`config.mk`:
```
export PLATFORM = sky130hd
export DESIGN_NAME = two_stack_history_navigator_top
export DESIGN_NICKNAME = d
export VERILOG_FILES = /design/src/design/hsn_pkg.sv /design/src/design/hsn_ram.sv /design/src/design/hsn_ctrl.sv /design/src/design/hsn_datapath.sv /design/src/design/two_stack_history_navigator_top.sv
export SDC_FILE = /design/constraint.sdc
export NUM_CORES = 2
export LEC_CHECK = 0
export ABC_AREA = 1
export ABC_CLOCK_PERIOD_IN_PS = 18100
export BUFFER_PORTS_ARGS = -buffer_cell sky130_fd_sc_hd__buf_2
export CAP_MARGIN = 30
export CELL_PAD_IN_SITES_DETAIL_PLACEMENT = 1
export CELL_PAD_IN_SITES_GLOBAL_PLACEMENT = 2
export CORE_MARGIN = 5
export CORE_UTILIZATION = 37
export DETAILED_ROUTE_END_ITERATION = 12
export PLACE_DENSITY_LB_ADDON = 0.1
export SYNTH_ARGS = -nofsm -noshare
export SYNTH_HDL_FRONTEND = slang
export SYNTH_SLANG_ARGS = --single-unit
```
`constraint.sdc`:
```
create_clock -name clock -period 18.1 [get_ports clock]
set_input_delay 2.715 -clock clock [delete_from_list [all_inputs] [get_ports clock]]
set_output_delay 2.715 -clock clock [all_outputs]
set_load 0.005 [all_outputs]
```
`src/design/hsn_pkg.sv`:
```
`default_nettype none

package hsn_pkg;

   // Command codes of the request channel.
   localparam logic [1:0] CMD_VISIT   = 2'd0;
   localparam logic [1:0] CMD_BACK    = 2'd1;
   localparam logic [1:0] CMD_FORWARD = 2'd2;

   // Commands from the controller to the datapath, valid for one cycle.
   typedef struct packed {
      logic visit;        // push current (unless empty page), load new page
      logic ignore;       // report an ignored step
      logic nav_back;     // push current forward, start the back stack read
      logic nav_fwd;      // push current back, start the forward stack read
      logic load_back;    // take the back stack read data as current
      logic load_fwd;     // take the forward stack read data as current
   } hsn_dp_cmd_type;

   // Status from the datapath to the controller.
   typedef struct packed {
      logic back_empty;
      logic fwd_empty;
   } hsn_dp_status_type;

endpackage

`default_nettype wire

```
`src/design/hsn_ram.sv`:
```
`default_nettype none

module hsn_ram #(
   parameter int WIDTH = 16,
   parameter int DEPTH = 128,
   localparam int ADDR_BITS = (DEPTH > 1) ? $clog2(DEPTH) : 1
) (
   input  wire logic                 clock,
   input  wire logic                 wr_en,
   input  wire logic [ADDR_BITS-1:0] wr_addr,
   input  wire logic [WIDTH-1:0]     wr_data,
   input  wire logic                 rd_en,
   input  wire logic [ADDR_BITS-1:0] rd_addr,
   output logic      [WIDTH-1:0]     rd_data
);

   logic [WIDTH-1:0] mem_ff [DEPTH];
   logic [WIDTH-1:0] rd_data_ff;

   always_ff @(posedge clock) begin
      if (wr_en) begin
         mem_ff[wr_addr] <= wr_data;
      end
      if (rd_en) begin
         rd_data_ff <= mem_ff[rd_addr];
      end
   end

   assign rd_data = rd_data_ff;

endmodule

`default_nettype wire

```
`src/design/hsn_ctrl.sv`:
```
`default_nettype none

module hsn_ctrl (
   input  wire logic                       clock,
   input  wire logic                       reset,
   input  wire logic                       req_valid,
   output logic                            req_stall,
   input  wire logic [1:0]                 req_command,
   output logic                            rsp_valid,
   input  wire logic                       rsp_stall,
   output hsn_pkg::hsn_dp_cmd_type         dp_cmd,
   input  wire hsn_pkg::hsn_dp_status_type dp_status
);

   import hsn_pkg::*;

   typedef enum logic [1:0] {
      ST_IDLE,
      ST_POP_BACK,
      ST_POP_FWD
   } state_type;

   state_type state_ff;
   state_type state_in;
   logic      rsp_valid_ff;
   logic      rsp_valid_in;
   logic      out_free;
   logic      accept;
   logic      finish;

   // The result register is free when empty or when its transfer completes now.
   assign out_free  = !rsp_valid_ff || !rsp_stall;
   assign req_stall = !((state_ff == ST_IDLE) && out_free);
   assign accept    = req_valid && !req_stall;

   always_comb begin
      dp_cmd   = '0;
      state_in = state_ff;
      finish   = 1'b0;
      case (state_ff)
         ST_IDLE: begin
            if (accept) begin
               case (req_command)
                  CMD_VISIT: begin
                     dp_cmd.visit = 1'b1;
                     finish       = 1'b1;
                  end
                  CMD_BACK: begin
                     if (dp_status.back_empty) begin
                        dp_cmd.ignore = 1'b1;
                        finish        = 1'b1;
                     end else begin
                        dp_cmd.nav_back = 1'b1;
                        state_in        = ST_POP_BACK;
                     end
                  end
                  CMD_FORWARD: begin
                     if (dp_status.fwd_empty) begin
                        dp_cmd.ignore = 1'b1;
                        finish        = 1'b1;
                     end else begin
                        dp_cmd.nav_fwd = 1'b1;
                        state_in       = ST_POP_FWD;
                     end
                  end
                  default: begin
                     dp_cmd.ignore = 1'b1;
                     finish        = 1'b1;
                  end
               endcase
            end
         end
         // The result register was free when the read started and nothing
         // else fills it, so the pop can always complete here.
         ST_POP_BACK: begin
            dp_cmd.load_back = 1'b1;
            finish           = 1'b1;
            state_in         = ST_IDLE;
         end
         ST_POP_FWD: begin
            dp_cmd.load_fwd = 1'b1;
            finish          = 1'b1;
            state_in        = ST_IDLE;
         end
         default: begin
            state_in = ST_IDLE;
         end
      endcase
   end

   assign rsp_valid_in = finish || (rsp_valid_ff && rsp_stall);

   always_ff @(posedge clock) begin
      if (reset) begin
         state_ff     <= ST_IDLE;
         rsp_valid_ff <= 1'b0;
      end else begin
         state_ff     <= state_in;
         rsp_valid_ff <= rsp_valid_in;
      end
   end

   assign rsp_valid = rsp_valid_ff;

endmodule

`default_nettype wire

```
`src/design/hsn_datapath.sv`:
```
`default_nettype none

module hsn_datapath #(
   parameter int STACK_DEPTH = 128,
   parameter int PAGE_BITS   = 16
) (
   input  wire logic                    clock,
   input  wire logic                    reset,
   input  wire logic [PAGE_BITS-1:0]    req_page_id,
   input  wire hsn_pkg::hsn_dp_cmd_type dp_cmd,
   output hsn_pkg::hsn_dp_status_type   dp_status,
   output logic      [PAGE_BITS-1:0]    rsp_shown_page,
   output logic                         rsp_ignored
);

   import hsn_pkg::*;

   localparam int ADDR_BITS  = (STACK_DEPTH > 1) ? $clog2(STACK_DEPTH) : 1;
   localparam int COUNT_BITS = $clog2(STACK_DEPTH + 1);
   localparam logic [COUNT_BITS-1:0] FULL_COUNT = COUNT_BITS'(STACK_DEPTH);
   localparam logic [COUNT_BITS-1:0] ONE_COUNT  = COUNT_BITS'(1);

   logic [PAGE_BITS-1:0]  current_ff;
   logic [PAGE_BITS-1:0]  current_in;
   logic [COUNT_BITS-1:0] back_count_ff;
   logic [COUNT_BITS-1:0] back_count_in;
   logic [COUNT_BITS-1:0] fwd_count_ff;
   logic [COUNT_BITS-1:0] fwd_count_in;
   logic [PAGE_BITS-1:0]  shown_ff;
   logic [PAGE_BITS-1:0]  shown_in;
   logic                  ignored_ff;
   logic                  ignored_in;

   logic                  back_full;
   logic                  fwd_full;
   logic                  back_wr_en;
   logic                  fwd_wr_en;
   logic [COUNT_BITS-1:0] back_top;
   logic [COUNT_BITS-1:0] fwd_top;
   logic [PAGE_BITS-1:0]  back_rd_data;
   logic [PAGE_BITS-1:0]  fwd_rd_data;

   assign back_full = (back_count_ff == FULL_COUNT);
   assign fwd_full  = (fwd_count_ff == FULL_COUNT);
   assign back_top  = back_count_ff - ONE_COUNT;
   assign fwd_top   = fwd_count_ff - ONE_COUNT;

   assign dp_status.back_empty = (back_count_ff == '0);
   assign dp_status.fwd_empty  = (fwd_count_ff == '0);

   // A push onto a full stack is dropped; visit never pushes the empty page.
   assign back_wr_en = !back_full &&
                       ((dp_cmd.visit && (current_ff != '0)) || dp_cmd.nav_fwd);
   assign fwd_wr_en  = !fwd_full && dp_cmd.nav_back;

   hsn_ram #(
      .WIDTH (PAGE_BITS),
      .DEPTH (STACK_DEPTH)
   ) u_back_ram (
      .clock   (clock),
      .wr_en   (back_wr_en),
      .wr_addr (back_count_ff[ADDR_BITS-1:0]),
      .wr_data (current_ff),
      .rd_en   (dp_cmd.nav_back),
      .rd_addr (back_top[ADDR_BITS-1:0]),
      .rd_data (back_rd_data)
   );

   hsn_ram #(
      .WIDTH (PAGE_BITS),
      .DEPTH (STACK_DEPTH)
   ) u_fwd_ram (
      .clock   (clock),
      .wr_en   (fwd_wr_en),
      .wr_addr (fwd_count_ff[ADDR_BITS-1:0]),
      .wr_data (current_ff),
      .rd_en   (dp_cmd.nav_fwd),
      .rd_addr (fwd_top[ADDR_BITS-1:0]),
      .rd_data (fwd_rd_data)
   );

   always_comb begin
      current_in    = current_ff;
      back_count_in = back_count_ff;
      fwd_count_in  = fwd_count_ff;
      shown_in      = shown_ff;
      ignored_in    = ignored_ff;

      if (back_wr_en) begin
         back_count_in = back_count_ff + ONE_COUNT;
      end
      if (fwd_wr_en) begin
         fwd_count_in = fwd_count_ff + ONE_COUNT;
      end

      if (dp_cmd.visit) begin
         current_in   = req_page_id;
         fwd_count_in = '0;
         shown_in     = req_page_id;
         ignored_in   = 1'b0;
      end
      if (dp_cmd.ignore) begin
         shown_in   = '0;
         ignored_in = 1'b1;
      end
      if (dp_cmd.nav_back) begin
         back_count_in = back_top;
      end
      if (dp_cmd.nav_fwd) begin
         fwd_count_in = fwd_top;
      end
      if (dp_cmd.load_back) begin
         current_in = back_rd_data;
         shown_in   = back_rd_data;
         ignored_in = 1'b0;
      end
      if (dp_cmd.load_fwd) begin
         current_in = fwd_rd_data;
         shown_in   = fwd_rd_data;
         ignored_in = 1'b0;
      end
   end

   always_ff @(posedge clock) begin
      if (reset) begin
         current_ff    <= '0;
         back_count_ff <= '0;
         fwd_count_ff  <= '0;
      end else begin
         current_ff    <= current_in;
         back_count_ff <= back_count_in;
         fwd_count_ff  <= fwd_count_in;
      end
   end

   always_ff @(posedge clock) begin
      shown_ff   <= shown_in;
      ignored_ff <= ignored_in;
   end

   assign rsp_shown_page = shown_ff;
   assign rsp_ignored    = ignored_ff;

endmodule

`default_nettype wire

```
`src/design/two_stack_history_navigator_top.sv`:
```
`default_nettype none

// Channel   Direction  Handshake              Payload
// req_      in         req_valid / req_stall  req_command, req_page_id
// rsp_      out        rsp_valid / rsp_stall  rsp_shown_page, rsp_ignored
//
// A visit, or a back or forward step that finds its stack empty, is handled in the idle state alone.
// A back or forward step passes through a pop state: the stack read is issued with the push
// onto the other stack, and the registered read data becomes current in the next cycle.
// Reset clears the current page and both stack counts; the stack memories are not cleared.
// Requests are stalled while a step is in progress and while a finished result
// is held by a stalled response channel.

module two_stack_history_navigator_top #(
   parameter int STACK_DEPTH = 128,
   parameter int PAGE_BITS   = 16
) (
   input  wire logic                 clock,
   input  wire logic                 reset,
   input  wire logic                 req_valid,
   output logic                      req_stall,
   input  wire logic [1:0]           req_command,
   input  wire logic [PAGE_BITS-1:0] req_page_id,
   output logic                      rsp_valid,
   input  wire logic                 rsp_stall,
   output logic      [PAGE_BITS-1:0] rsp_shown_page,
   output logic                      rsp_ignored
);

   import hsn_pkg::*;

   hsn_dp_cmd_type    dp_cmd;
   hsn_dp_status_type dp_status;

   hsn_ctrl u_ctrl (
      .clock       (clock),
      .reset       (reset),
      .req_valid   (req_valid),
      .req_stall   (req_stall),
      .req_command (req_command),
      .rsp_valid   (rsp_valid),
      .rsp_stall   (rsp_stall),
      .dp_cmd      (dp_cmd),
      .dp_status   (dp_status)
   );

   hsn_datapath #(
      .STACK_DEPTH (STACK_DEPTH),
      .PAGE_BITS   (PAGE_BITS)
   ) u_datapath (
      .clock          (clock),
      .reset          (reset),
      .req_page_id    (req_page_id),
      .dp_cmd         (dp_cmd),
      .dp_status      (dp_status),
      .rsp_shown_page (rsp_shown_page),
      .rsp_ignored    (rsp_ignored)
   );

endmodule

`default_nettype wire

```
Word level (Yosys, flattened, before mapping)
Memories as Yosys holds them, arrays and structs flattened. A register that Yosys moved wholly into a read port is not among the register bits.
Index checks and enable logic that the tools add are counted.
Storage, ports and cells
  register bits: 52
  bits in latches: 0
  bits in writable memories: 4096
  ROM bits: 0
  output and inout bits: 19
  word-level logic and storage cells: 86
  memories kept: 2
Cells by class
  add/subtract/negate cells: 4
  multipliers: 0
  divide/modulo/power cells: 0
  magnitude comparators: 0
  equal/unequal tests: 8
  shift operators: 0
  mux-type cells: 35
  bitwise logic cells: 1
  reduce and logical (&&, ||, !) cells: 29
Memories
  u_datapath.u_back_ram.mem_ff: depth 128, width 16, read ports 1, clocked after Yosys merged registers in 1, write ports 1, line hsn_ram.sv:17  | logic [WIDTH-1:0] mem_ff [DEPTH];
  u_datapath.u_fwd_ram.mem_ff: depth 128, width 16, read ports 1, clocked after Yosys merged registers in 1, write ports 1, line hsn_ram.sv:17
Operator list (count)
  $mux 16: 6
  $mux 8: 5
  $add 8x1->8 const B: 2
  $eq 8x8->1 const B: 2
  $logic_not 8->1: 2
  $mux 1: 16
  $reduce_bool 16->1: 1
  $sub 8x1->8 const B: 2
  $mux 4: 2
  $logic_and 1x1->1: 6
  $reduce_bool 2->1: 3
  $reduce_bool 3->1: 2
  $reduce_or 2->1: 3
  $logic_not 1->1: 5
  $eq 2x1->1 const B: 2
  $eq 2x2->1 const B: 2
  $logic_not 2->1: 2
  $mux 2: 2
  $ne 2x2->1 const B: 2
  $pmux 1 s2: 2
  $pmux 2 s2: 1
  $reduce_and 4->1: 1
  $reduce_bool 4->1: 1
  $logic_or 1x1->1: 3
  other kinds (2): 2

Depth between registers and ports, before layout
  depth in word-level cells: 11
  depth in mapped cells: 16
  gate-level depth less buffers: 11

Hierarchy
Synthesis repeated with hierarchy kept, for this count alone.
Unflattened totals
  cell total of the unflattened synthesis: 14037
  area total of the unflattened synthesis: 169278.6 sq um
By module, submodules not included
  hsn_ram: instances 2, cells an instance 6793, area an instance 82988.3 sq um, sequential area each 61979.4 sq um
  hsn_datapath: instances 1, cells an instance 406, area an instance 2977.9 sq um, sequential area each 1141.1 sq um
  hsn_ctrl: instances 1, cells an instance 45, area an instance 324.1 sq um, sequential area each 60.1 sq um

Worst setup path before layout
OpenSTA, ideal clock, no wires.
  kind: register -> register
  from: reg u_datapath.current_ff[0]
  to: mem u_datapath.u_back_ram.mem_ff[40][0], enable pin
  setup time: 409 ps
  arrival: 5492 ps
  required time: 17691 ps
  setup slack: 12199 ps
  stages on the path, launching flop included: 10
  path buffers: 1
  clock period less this slack: 5901 ps
  cell sequence: dfxtp_1 nor2_1 nand4_1 o21ai_0 nand2_1 nand2_2 inv_2 nand2_1 buf_2 nor3_1
Between the ends
  word-level cells in the longest chain between the ends: 6
RTL lines
  start, declared: line hsn_datapath.sv:23  | logic [PAGE_BITS-1:0] current_ff;
  start signal, assigned: line hsn_datapath.sv:130  | current_ff <= current_in;
  $reduce_bool 16->1: line hsn_datapath.sv:53  | ((dp_cmd.visit && (current_ff != '0)) || dp_cmd.nav_fwd);
  $logic_and 1x1->1: line hsn_datapath.sv:53
  $logic_or 1x1->1: line hsn_datapath.sv:53
  $logic_and 1x1->1: line hsn_datapath.sv:52  | assign back_wr_en = !back_full &&
  $mux 1: line hsn_ram.sv:21  | if (wr_en) begin
  $mux 1 (not written as such): line hsn_ram.sv:22  | mem_ff[wr_addr] <= wr_data;
  end, declared: line hsn_ram.sv:17
Every way passes these cells.

Worst setup path in the final report
  from: reg u_datapath.back_count_ff[0]
  to: reg u_datapath.u_back_ram.rd_data_ff[9], in the netlist u_datapath.u_back_ram.rd_data[9], read port of u_datapath.u_back_ram.mem_ff (data pin)
Between the ends
  word-level cells in the longest chain between the ends: 5
  elaborated cells on any way between the ends: 6
  classes of those cells: 1 x add/sub; 4 x mux; 1 x reduce/logical
RTL lines
  start, declared: line hsn_datapath.sv:25  | logic [COUNT_BITS-1:0] back_count_ff;
  start signal, assigned: line hsn_datapath.sv:131  | back_count_ff <= back_count_in;
  $logic_not 8->1: line hsn_datapath.sv:48  | assign dp_status.back_empty = (back_count_ff == '0);
  $mux 1: line hsn_ctrl.sv:49  | if (dp_status.back_empty) begin
  $mux 1: line hsn_ctrl.sv:43  | case (req_command)
  $mux 4: line hsn_ctrl.sv:42  | if (accept) begin
  $mux 4: line hsn_ctrl.sv:40  | case (state_ff)
  end, declared: line hsn_ram.sv:18  | logic [WIDTH-1:0] rd_data_ff;
Several ways; a longest one is shown, not always the timed one.
A chain may end at the register's enable or synchronous reset.

==> impl_metrics.yaml <==
critical_path:
  required_ns: 18.82
  slowest_delay_ns: 0.81
  startpoint: "u_datapath.back_count_ff[0]$_SDFFE_PP0P_"
  setup.worst_path.end_class: "flop"
  rr_worst_depth: 13
  cpMostUsedCell: "nand3_1"
  arrival_ns: 7.47
  timing.rr.start: "u_datapath.back_count_ff[0]$_SDFFE_PP0P_"
  startpoint_type: "flop"
  critPathKind: "reg -> reg"
  crit_slowest_cell: "buf_4"
  worst-path-max-fanout: 141
  critical_path.cell_chain: "inv_8, ha_4, inv_8, buf_4, buf_4, buf_4, nand3_1, nand3_1, nand3_1, nand3_1, nand3_1, nand3_1, nand2_1"
drt:
  wl_um: 595000
  avgViaCountPerCell: 5.45
  drt-pass1-iter-count: 5
  drt_drc_violations_left: 0
  route.vias.total: 111000
  wl_per_cell_um: 29.1
  drtIter0Drc: 9726
  drtAntennaViolNets: 0
yosys:
  syn-num-nets: 14100
  synthXorXnorAreaFrac_pct: 0.0764
  syn_inst: 14000
  synth-adder-area-share_pct: 0.0891
  ys_seq_elements: 4180
  netlist_area_mm2: 0.169
  ys_warn_count: 0
  ys_seq_area_share_pct: 74.2
  synthMuxAreaShare_pct: 0
  synth-simple-area-share_pct: 22.5
  syn_area_per_cell_um2: 12.0
  synth_cell_types: 34
  synth_compound_area_share_pct: 0.353
  synth_top_family_by_area: "simple AND/OR/NAND/NOR gates"
clock_tree:
  cts_setup_buffers: 0
  cts_tree: "built"
  ctsResizeCount: 0
  clk_latency_ns: 1.02
  cts_sinks: 4180
  clockBufferDepth: 4
  numCtsBuffers: 455
  htreeDepth: 5
  cts-root-buf: "clkbuf_16"
  cts.clk_slew.worst_paths_ns: 0.06
  cts.hold.buffers_added: 0
timing:
  setup_viol: 0
  slew_violations: 0
  slew_headroom_pct: 23.8
  worst_slew_pin_slew_ns: 1.14
  fmax_mhz: 148
  rsz0062_at_grt: "no"
  period_minus_slack_ns: 6.75
  timing.setup.tns_ns: 0
  skew_ns: 0.0577
  finalHoldViolations: 0
  finalCritPeriodShare_pct: 37.3
min_path:
  hold_class: "reg -> reg"
  whs_path_depth: 2
  hold_start: "u_datapath.rsp_ignored$_SDFFE_PP0P_"
grt:
  grt_first_pass_wirelength_um: 843000
  grt_max_degree: 169
  antenna_found_initial: 14
  grt_pass1_vias: 113000
  grt_usage_pct: 24.6
  overflow: 0
floorplanning:
  rows: 248
  die_area_mm2: 0.469
  pin_count: 41
  die_h_um: 685
  die_x_um: 685
  start_util_pct: 37.0
  coreArea_mm2: 0.455
place:
  place.gp.congestion: 0.827
  numPortBuffers: 40
  placed_area_mm2: 0.176
  hpwlAfterDp_um: 355000
power_and_ir_drop:
  leakage_nw: 66.3
  total_power_mw: 24.7
  p_per_area_mw_per_mm2: 130
  ir_drop_uv: 91.4
cells_and_area:
  fin_nets: 14100
  syn2layout_area_growth_pct: 13.0
  drive_gt1_share_pct: 8.52
  fillers: 47400
  post-route-cell-area_mm2: 0.191
outcome:
  status: "complete, no violations"
run:
  maxCapViolCount: 0
cell type report:
type                    count  area [um^2]  area share (%)
flip-flops and latches   4180       125000            65.7
multi-input cells        8847        39200            20.6
clock buffers             566        12100            6.33
well taps                6000         7510            3.94
repair buffers            459         3790            1.99
clock inverters           262         2320            1.22
inverters                  84          348           0.183
diodes                     29         72.6          0.0381
worst paths after layout:
| kind | to | slack, ns |
|---|---|---|
| setup / recovery | u_datapath.u_back_ram.rd_data[9]$_DFFE_PN_ | 11.35 |
| hold / removal | u_datapath.rsp_ignored$_SDFFE_PP0P_ | 0.50 |
| setup reg to reg | u_datapath.u_back_ram.rd_data[9]$_DFFE_PN_ | 11.35 |
| hold reg to reg | u_datapath.rsp_ignored$_SDFFE_PP0P_ | 0.50 |
layout by cell type, fill, tap and decap left out, drive strengths merged:
cell         n
xor2        12
edfxtp    4144
o21ai       60
nand2     4298
o31ai        1
buf        459
nand4        6
nor3        22
ha          12
inv         99
o211ai       1
clkinv     202
and2         1
nand3     4075
diode       29
bufinv      36
o21bai       2
clkbuf     566
clkinvlp     9
dfxtp       36
a21boi       9
xnor2        1
a21oi       37
nor2       310
synth_stat cells (all sizes together):
| cell type | n | area, um^2 |
|---|---|---|
| nand2 | 4298 | 16100 |
| edfxtp | 4144 | 124000 |
| nand3 | 4075 | 20500 |
| buf | 616 | 3030 |
| clkbuf | 320 | 1200 |
| nor2 | 310 | 1220 |
| inv | 84 | 318 |
| o21ai | 60 | 312 |
| a21oi | 37 | 185 |
| dfxtp | 36 | 721 |
| nor3 | 22 | 120 |
| ha | 12 | 150 |
| xor2 | 12 | 120 |
| a21boi | 9 | 67.6 |
| nand4 | 6 | 43.8 |
| o21bai | 2 | 15.0 |
| and2 | 1 | 6.26 |
| o211ai | 1 | 7.51 |
| o31ai | 1 | 7.51 |
| xnor2 | 1 | 8.76 |
sequential cells by signal, indices dropped and copies added, names as in the netlist:
register	flops
u_datapath.rsp_ignored	1
u_datapath.current_ff	16
u_datapath.u_back_ram.mem_ff	2048
u_datapath.u_fwd_ram.rd_data	16
u_datapath.rsp_shown_page	16
u_ctrl.state_ff	2
u_datapath.back_count_ff	8
u_datapath.u_fwd_ram.mem_ff	2048
u_datapath.u_back_ram.rd_data	16
u_datapath.fwd_count_ff	8
u_ctrl.rsp_valid	1
per-layer routing:
layer  global-route usage, %  part of all wire, %  vias up
met5                       0               0.0092        -
met4                    8.57                  4.0        8
met3                    2.57                  4.3      781
met2                    41.7                   49     2686
met1                    32.8                   43    57800
li1                        -                    -    50100
worst max-delay path, delay by kind of cell (launching register included):
family | cells | cell delay [ns]
buffers and inverters | 5 | 3.41
and+or+nand+nor | 7 | 1.37
adders and majority gates | 1 | 0.56
DFF | 1 | 0.79
cell families after synthesis:
logic type,count (synthesis)
AOI/OAI and AO/OA,110
adders and majority gates,12
xor gates and xnor gates,13
and+or+nand+nor,8712
buffers and inverters,1020
DFF,4180
metrics by stage:
step / setup slack, ns / hold WS, ns / cells / util (%)
floorplan: 12.20 / 0.452 / 14000 / -
global placement: 10.75 / 0.484 / 19500 / 38.6
detailed placement: 10.71 / 0.488 / 19600 / 38.7
CTS: 11.33 / 0.503 / 20400 / 41.8
global route: 11.05 / 0.566 / 20400 / 41.9
finish: 11.35 / 0.500 / 20400 / 41.9
report_power, final:
part           switching (mW)  leakage (nW)  internal, mW
Sequential              0.140          38.5          11.0
Clock                    3.89          7.04          5.21
Combinational            3.59          20.8         0.882
Total                    7.62          66.3          17.1
Note: power is estimated with default switching activity, not from simulation.
